===== src/design/rtcpsr_pkg.sv =====
package rtcpsr_pkg;

    localparam logic [1:0]  RTCP_VERSION     = 2'd2;
    localparam logic [7:0]  RTCP_TYPE_SR     = 8'd200;
    localparam logic [7:0]  RTCP_TYPE_RR     = 8'd201;
    // SR of at least 28 bytes: (length + 1) * 4 >= 28
    localparam logic [15:0] SR_MIN_LEN_WORDS = 16'd6;
    localparam logic [22:0] LOSS_MAX         = 23'h7FFFFF;
    localparam logic [7:0]  RR_VPC           = 8'h80 | 8'h01;
    localparam logic [15:0] RR_LENGTH        = 16'h0007;
    localparam logic [31:0] RR_HEADER        = {RR_VPC, RTCP_TYPE_RR, RR_LENGTH};

    // receiver report word positions
    localparam logic [2:0] WORD_HEADER = 3'd0;
    localparam logic [2:0] WORD_OWN    = 3'd1;
    localparam logic [2:0] WORD_SOURCE = 3'd2;
    localparam logic [2:0] WORD_LOSS   = 3'd3;
    localparam logic [2:0] WORD_SEQ    = 3'd4;
    localparam logic [2:0] WORD_JITTER = 3'd5;
    localparam logic [2:0] WORD_LSR    = 3'd6;
    localparam logic [2:0] WORD_DLSR   = 3'd7;

    // APB register byte address bit 2 selects the register
    localparam logic REG_OWN_SSRC = 1'b0;

    typedef struct packed {
        logic        seen;
        logic [31:0] ssrc;
        logic [31:0] ntp_hi;
        logic [31:0] ntp_lo;
        logic [31:0] rtp;
    } sr_info_t;

endpackage


===== src/design/rtcp_sender_report_parser_and_rr_builder_core.sv =====
// Channel   Handshake            Payload
// input     in_valid/in_ready    func, data_byte, end_of_datagram, report fields
// output    out_valid/out_ready  kind, report_word, report_last, sr_* fields
// config    APB write/read       own_ssrc at byte address 0
//
// Datagram bytes stream in back to back while results drain.
// A report request occupies the output register for eight words, one at a time,
// and the input is held off until the eighth word is taken.
// A captured SR is shown in the cycle after its last byte; the output register holds one
// result, so a stalled output stalls the input.
// rst_n clears the parser, the captured SR and own_ssrc.
module rtcp_sender_report_parser_and_rr_builder_core
    import rtcpsr_pkg::*;
(
    input  logic        clk,
    input  logic        rst_n,
    input  logic        psel,
    input  logic        penable,
    input  logic        pwrite,
    input  logic [2:0]  paddr,
    input  logic [31:0] pwdata,
    output logic [31:0] prdata,
    output logic        pready,
    input  logic        in_valid,
    output logic        in_ready,
    input  logic        func,
    input  logic [7:0]  data_byte,
    input  logic        end_of_datagram,
    input  logic [31:0] source_ssrc,
    input  logic [15:0] highest_sequence,
    input  logic [31:0] lost_total,
    input  logic [31:0] arrival_jitter,
    output logic        out_valid,
    input  logic        out_ready,
    output logic        kind,
    output logic [31:0] report_word,
    output logic        report_last,
    output logic [31:0] sr_ssrc,
    output logic [31:0] sr_ntp_seconds,
    output logic [31:0] sr_ntp_fraction,
    output logic [31:0] sr_rtp_time
);

    logic [31:0] own_ssrc_reg;
    logic        out_valid_reg;
    logic        rpt_reg;
    logic [2:0]  cnt_reg;
    logic [31:0] src_reg;
    logic [15:0] seq_reg;
    logic [22:0] lost_reg;
    logic [31:0] jit_reg;
    logic [31:0] word_mux;
    logic [31:0] lsr;
    logic        accept;
    logic        out_take;
    logic        sr_commit;
    sr_info_t    sr_info;

    // config port
    assign pready = 1'b1;
    assign prdata = (paddr[2] == REG_OWN_SSRC) ? own_ssrc_reg : 32'h0;

    always_ff @(posedge clk or negedge rst_n)
    begin
        if (!rst_n)
            own_ssrc_reg <= '0;
        else if (psel && penable && pwrite && (paddr[2] == REG_OWN_SSRC))
            own_ssrc_reg <= pwdata;
    end

    // handshake
    assign in_ready = !out_valid_reg
                      || (out_ready && (!rpt_reg || (cnt_reg == WORD_DLSR)));
    assign accept   = in_valid && in_ready;
    assign out_take = out_valid_reg && out_ready;

    rtcpsr_parser u_parser (
        .clk             (clk),
        .rst_n           (rst_n),
        .byte_en         (accept && !func),
        .data_byte       (data_byte),
        .end_of_datagram (end_of_datagram),
        .sr_commit       (sr_commit),
        .sr_info         (sr_info)
    );

    always_ff @(posedge clk or negedge rst_n)
    begin
        if (!rst_n)
        begin
            out_valid_reg <= 1'b0;
            rpt_reg       <= 1'b0;
            cnt_reg       <= WORD_HEADER;
        end
        else if (accept && func)
        begin
            out_valid_reg <= 1'b1;
            rpt_reg       <= 1'b1;
            cnt_reg       <= WORD_HEADER;
        end
        else if (sr_commit)
        begin
            out_valid_reg <= 1'b1;
            rpt_reg       <= 1'b0;
        end
        else if (out_take)
        begin
            // advance through the report words; release after the last one, or once an SR result is taken
            if (rpt_reg && (cnt_reg != WORD_DLSR))
                cnt_reg <= cnt_reg + 3'd1;
            else
                out_valid_reg <= 1'b0;
        end
    end

    always_ff @(posedge clk)
    begin
        if (accept && func)
        begin
            src_reg  <= source_ssrc;
            seq_reg  <= highest_sequence;
            lost_reg <= (lost_total > {9'h0, LOSS_MAX}) ? LOSS_MAX : lost_total[22:0];
            jit_reg  <= arrival_jitter;
        end
    end

    assign lsr = sr_info.seen ? {sr_info.ntp_hi[15:0], sr_info.ntp_lo[31:16]} : 32'h0;

    always_comb
    begin
        case (cnt_reg)
            WORD_HEADER: word_mux = RR_HEADER;
            WORD_OWN:    word_mux = own_ssrc_reg;
            WORD_SOURCE: word_mux = src_reg;
            WORD_LOSS:   word_mux = {9'h0, lost_reg};
            WORD_SEQ:    word_mux = {16'h0, seq_reg};
            WORD_JITTER: word_mux = jit_reg;
            WORD_LSR:    word_mux = lsr;
            WORD_DLSR:   word_mux = 32'h0;
            default:     word_mux = 32'h0;
        endcase
    end

    assign out_valid       = out_valid_reg;
    assign kind            = !rpt_reg;
    assign report_word     = rpt_reg ? word_mux : 32'h0;
    assign report_last     = rpt_reg && (cnt_reg == WORD_DLSR);
    assign sr_ssrc         = rpt_reg ? 32'h0 : sr_info.ssrc;
    assign sr_ntp_seconds  = rpt_reg ? 32'h0 : sr_info.ntp_hi;
    assign sr_ntp_fraction = rpt_reg ? 32'h0 : sr_info.ntp_lo;
    assign sr_rtp_time     = rpt_reg ? 32'h0 : sr_info.rtp;

    a_hold_during_report: assert property (@(posedge clk) disable iff (!rst_n)
        (out_valid_reg && rpt_reg && (cnt_reg != WORD_DLSR)) |-> !in_ready)
        else $error("input taken while report words remain");

    a_report_starts: assert property (@(posedge clk) disable iff (!rst_n)
        (in_valid && in_ready && func) |=> (out_valid && !kind && (report_word == RR_HEADER)))
        else $error("report request did not start with the header word");

    a_sr_shown: assert property (@(posedge clk) disable iff (!rst_n)
        sr_commit |=> (out_valid && kind && sr_info.seen))
        else $error("committed sender report not presented");

    a_last_is_report: assert property (@(posedge clk) disable iff (!rst_n)
        report_last |-> (!kind && (report_word == 32'h0)))
        else $error("last flag on a non-report result");

endmodule


===== src/design/rtcpsr_parser.sv =====
module rtcpsr_parser
    import rtcpsr_pkg::*;
(
    input  logic       clk,
    input  logic       rst_n,
    input  logic       byte_en,
    input  logic [7:0] data_byte,
    input  logic       end_of_datagram,
    output logic       sr_commit,
    output sr_info_t   sr_info
);

    logic [17:0]      off_reg, off_next;
    logic [15:0]      len_reg, len_next, len_cur;
    logic [7:0]       ptype_reg, ptype_next, ptype_cur;
    logic             drop_reg, drop_next, drop_cur;
    logic [3:0][31:0] pend_reg, pend_next;
    sr_info_t         saved_reg, saved_next;
    logic [1:0]       pend_idx;
    logic             pkt_end;

    assign pend_idx = 2'(off_reg[4:2] - 3'd1);

    always_comb
    begin
        len_cur   = len_reg;
        ptype_cur = ptype_reg;
        drop_cur  = drop_reg;
        pend_next = pend_reg;
        if (!drop_reg)
        begin
            if (off_reg == 18'd0)
            begin
                if (data_byte[7:6] != RTCP_VERSION)
                    drop_cur = 1'b1;
            end
            else if (off_reg == 18'd1)
                ptype_cur = data_byte;
            else if (off_reg == 18'd2)
                len_cur = {data_byte, 8'h00};
            else if (off_reg == 18'd3)
                len_cur = {len_reg[15:8], data_byte};
            else if (off_reg < 18'd20)
                pend_next[pend_idx] = {pend_reg[pend_idx][23:0], data_byte};
        end

        // last byte of subpacket sits at ((length + 1) * 4) - 1
        pkt_end   = !drop_cur && (off_reg >= 18'd3) && (off_reg == {len_cur, 2'b11});
        sr_commit = byte_en && pkt_end && (ptype_cur == RTCP_TYPE_SR)
                    && (len_cur >= SR_MIN_LEN_WORDS);

        off_next   = off_reg;
        len_next   = len_reg;
        ptype_next = ptype_reg;
        drop_next  = drop_reg;
        saved_next = saved_reg;
        if (byte_en)
        begin
            if (!drop_reg)
            begin
                drop_next  = drop_cur;
                len_next   = len_cur;
                ptype_next = ptype_cur;
                if (!drop_cur)
                begin
                    if (pkt_end)
                    begin
                        off_next   = '0;
                        len_next   = '0;
                        ptype_next = '0;
                    end
                    else
                        off_next = off_reg + 18'd1;
                end
            end
            if (sr_commit)
            begin
                saved_next.seen   = 1'b1;
                saved_next.ssrc   = pend_next[0];
                saved_next.ntp_hi = pend_next[1];
                saved_next.ntp_lo = pend_next[2];
                saved_next.rtp    = pend_next[3];
            end
            // start over for the next datagram
            if (end_of_datagram)
            begin
                off_next   = '0;
                len_next   = '0;
                ptype_next = '0;
                drop_next  = 1'b0;
            end
        end
    end

    always_ff @(posedge clk or negedge rst_n)
    begin
        if (!rst_n)
        begin
            off_reg   <= '0;
            len_reg   <= '0;
            ptype_reg <= '0;
            drop_reg  <= 1'b0;
            pend_reg  <= '0;
            saved_reg <= '0;
        end
        else
        begin
            off_reg   <= off_next;
            len_reg   <= len_next;
            ptype_reg <= ptype_next;
            drop_reg  <= drop_next;
            if (byte_en && !drop_reg)
                pend_reg <= pend_next;
            saved_reg <= saved_next;
        end
    end

    assign sr_info = saved_reg;

endmodule

===== config.mk =====
export PLATFORM = sky130hd
export DESIGN_NAME = rtcp_sender_report_parser_and_rr_builder_core
export DESIGN_NICKNAME = d
export VERILOG_FILES = /design/src/design/rtcpsr_pkg.sv /design/src/design/rtcp_sender_report_parser_and_rr_builder_core.sv /design/src/design/rtcpsr_parser.sv
export SDC_FILE = /design/constraint.sdc
export NUM_CORES = 1
export LEC_CHECK = 0
export ABC_CLOCK_PERIOD_IN_PS = 7600
export BUFFER_PORTS_ARGS = -buffer_cell sky130_fd_sc_hd__buf_4
export CAP_MARGIN = 20
export CELL_PAD_IN_SITES_DETAIL_PLACEMENT = 0
export CELL_PAD_IN_SITES_GLOBAL_PLACEMENT = 1
export CORE_MARGIN = 3
export CORE_UTILIZATION = 50
export CTS_BUF_LIST = sky130_fd_sc_hd__clkbuf_16
export DETAILED_ROUTE_END_ITERATION = 8
export GPL_ROUTABILITY_DRIVEN = 1
export GPL_TIMING_DRIVEN = 1
export MAX_ROUTING_LAYER = met4
export PLACE_DENSITY_LB_ADDON = 0.15
export SETUP_SLACK_MARGIN = 0.5
export SYNTH_ARGS = -nofsm -noshare
export SYNTH_HDL_FRONTEND = slang
export SYNTH_SLANG_ARGS = --single-unit
export TNS_END_PERCENT = 1

===== constraint.sdc =====
create_clock -name clk -period 7.6 [get_ports clk]
set_input_delay 0.38 -clock clk [delete_from_list [all_inputs] [get_ports clk]]
set_output_delay 0.38 -clock clk [all_outputs]
set_load 0.01 [all_outputs]

==> results.py <==
metrics = {
    "setup_path": {
        "cp-start-kind": "flop",
        "cpMostUsedCell": "nor4_4",
        "cp.required_ns": 8.05,
        "critPathSlowestCell": "nor4b_2",
        "critPathLaunch": "u_parser.off_reg[3]$_DFFE_PN0P_",
        "worst-setup-path-type": "reg -> reg",
        "cp_cell_sequence": "inv_1 -> ha_1 -> nor4b_2 -> nand3_1 -> a221o_2 -> xnor2_1 -> nor4_4 -> inv_2 -> nor4_4 -> buf_12 -> mux2_2",
        "endpoint_kind": "flop",
        "crit_buf_inv": 3,
        "path_depth": 11,
        "max_stage_delay_ns": 0.76,
        "cp_max_fo": 131,
        "cp_top_family": "simple AND/OR/NAND/NOR gates",
        "reg2reg_from": "u_parser.off_reg[3]$_DFFE_PN0P_",
        "crit_arrival_ns": 5.33,
        "reg2reg_depth": 11,
    },
    "detailed_routing": {
        "wl_per_cell_um": 23.6,
        "dr.pass1.iters": 6,
        "vias_per_cell": 5.76,
        "vias": 15153,
        "routed_wirelength_um": 62100,
        "drc": 0,
        "drtIter0Drc": 1125,
        "drtAntennaViolNets": 0,
    },
    "cts": {
        "cts_tree": "yes",
        "cts_sinks": 440,
        "clockRootBuffer": "clkbuf_16",
        "htree_num_levels": 2,
        "ctsResizeCount": 0,
        "clockBufferDepth": 3,
        "worst_skew_pair.late_latency_ns": 0.58,
        "numCtsBuffers": 48,
        "clk_pin_slew_ns": 0.06,
    },
    "synthesis": {
        "async_reset_ff_frac": 0.766,
        "ys_warn_count": 0,
        "synth_edf_count": 103,
        "postSynthCellCount": 1653,
        "syn_area_per_cell_um2": 13.0,
        "synth_cell_types": 72,
        "ys_seq_area_frac": 0.535,
        "yosys.area.top_type_share": 0.391,
        "synth_top_cell_by_area": "dfrtp_1",
        "ys.flop_type": "dfrtp_1",
        "synth.most_common_cell": "mux2_2",
        "synth-seq-cells": 440,
        "syn_area_um2": 21600,
        "synth_common_cells": "350 x mux2_2, 337 x dfrtp_1, 165 x nor2b_1, 103 x edfxtp_1, 94 x clkbuf_1",
        "syn-num-nets": 1832,
        "synthTopCellsByArea": "dfrtp_1 39%, mux2_2 18%, edfxtp_1 14%",
    },
    "grt": {
        "grt_pass1_wl_um": 93700,
        "grt.overflow.total": 0,
        "grt_usage": 0.278,
        "antenna_found_initial": 1,
        "first_global_vias": 15467,
        "grt_max_degree": 154,
    },
    "run": {
        "maxCapViolCount": 0,
    },
    "floorplan": {
        "rows": 75,
        "start_util": 0.510,
        "num_io_pins": 361,
        "design.die.area_um2": 45600,
        "fp.dieW_um": 214,
        "core_area_um2": 42200,
        "die_y_um": 214,
    },
    "sta": {
        "min_period_ns": 4.88,
        "fin_hold_ws_ns": 0.0355,
        "fin_skew_ns": 0.0237,
        "finalHoldViolCount": 0,
        "fin_crit_sh": 0.642,
        "timing.fmax_ghz": 0.205,
        "fin_setup_tns_ns": 0,
        "slew_violations": 0,
        "setup_violations": 0,
        "rsz0062_at_grt": "no",
        "timing.slew.headroom": 0.232,
        "tightest_slew_ns": 1.15,
    },
    "placement": {
        "gp_congestion": 0.856,
        "placed_cells": 2454,
        "portBuffers": 357,
        "hpwl_um": 41600,
    },
    "power": {
        "max-vdd-ir-drop_mv": 0.205,
        "pwr_density_cell_nw_per_um2": 248,
        "leakage_nw": 12.3,
    },
    "min_path": {
        "min-delay-start": "pwdata[21]",
        "min_path_cells": 2,
        "hp-class": "in -> reg",
    },
    "finish": {
        "syn_to_final_growth_pct": 26.1,
        "layout-drive-gt1-share": 0.416,
        "fin_cells": 2633,
        "largest_reg_flops": 129,
        "fin_nets": 2233,
        "fillers": 3214,
    },
    "status": {
        "status": "completed",
    },
}
==> repair_timing <==
| item | CTS | global route |
|---|---|---|
| hold endpoints to repair | 198 | 0 |
| hold buffers | 86 | 0 |
| buffers inserted | 0 | 0 |
==> cell families after synthesis <==
logic type	share of synthesized area
compound gates	0.0647
xor+xnor	0.00731
fa+ha+maj	0.00871
buf+inv	0.0286
flops	0.535
mux	0.255
other cells	0.000174
simple gates	0.101
==> through the flow <==
| step | total power, mW | setup slack [ns] | util | area [um2] |
|---|---|---|---|---|
| after detailed placement | 4.36 | 2.70 | 0.584 | 24700 |
| after CTS | 6.78 | 2.67 | 0.643 | 27100 |
| after global routing | 7.06 | 2.36 | 0.644 | 27200 |
| final | 6.75 | 2.72 | 0.644 | 27200 |
| after floorplan | 3.67 | 2.80 | - | 21600 |
| after global placement | 4.34 | 2.74 | 0.584 | 24700 |
==> where the power goes <==
group	switching (mW)	total [mW]	leakage, nW	internal [mW]
clock network	0.971	2.37	0.837	1.40
logic	0.902	1.64	6.07	0.739
registers	0.165	2.74	5.42	2.57
total	2.04	6.75	12.3	4.71
==> final timing paths <==
check / end / slack, ns
setup / recovery: u_parser.sr_info[80]$_DFFE_PN0P_ / 2.72
max in group asynchronous: own_ssrc_reg[17]$_DFFE_PN0P_ / 5.71
min in group asynchronous: u_parser.off_reg[14]$_DFFE_PN0P_ / 0.40
setup reg to reg: u_parser.sr_info[80]$_DFFE_PN0P_ / 2.72
hold / removal: own_ssrc_reg[21]$_DFFE_PN0P_ / 0.04
hold reg to reg: u_parser.sr_info[13]$_DFFE_PN0P_ / 0.48
==> routing by layer <==
layer	global-route usage	share of wire
met4	0.0914	0.030
met5	-	0
met1	0.364	0.43
met3	0.0541	0.060
met2	0.440	0.48
==> cells in the final DEF (no fill, tap or decap), types with 14 or more instances in the layout <==
cell / count
dfrtp_1: 334
a222oi_1: 17
or2_2: 25
o21ai_0: 26
a22oi_1: 29
a21oi_1: 46
nand3_1: 15
mux2_2: 350
nor2b_1: 164
edfxtp_1: 103
dlygate4sd3_1: 86
mux4_2: 24
nor3_1: 14
nand2_1: 49
inv_1: 49
clkbuf_16: 50
nor2_1: 26
ha_1: 15
or3_1: 14
mux2_1: 87
buf_4: 374
==> area by class of cell <==
cell class,instances,area (um2),area share
Clock buffer,50,1250,0.0460
Tap cell,539,674,0.0248
Timing Repair Buffer,466,3770,0.139
Sequential cell,440,11500,0.424
Clock inverter,39,352,0.0129
Multi-Input combinational cell,1062,9460,0.348
Inverter,36,135,0.00497
Antenna cell,1,2.50,0.0000921
(Power assumes the default switching activity.)
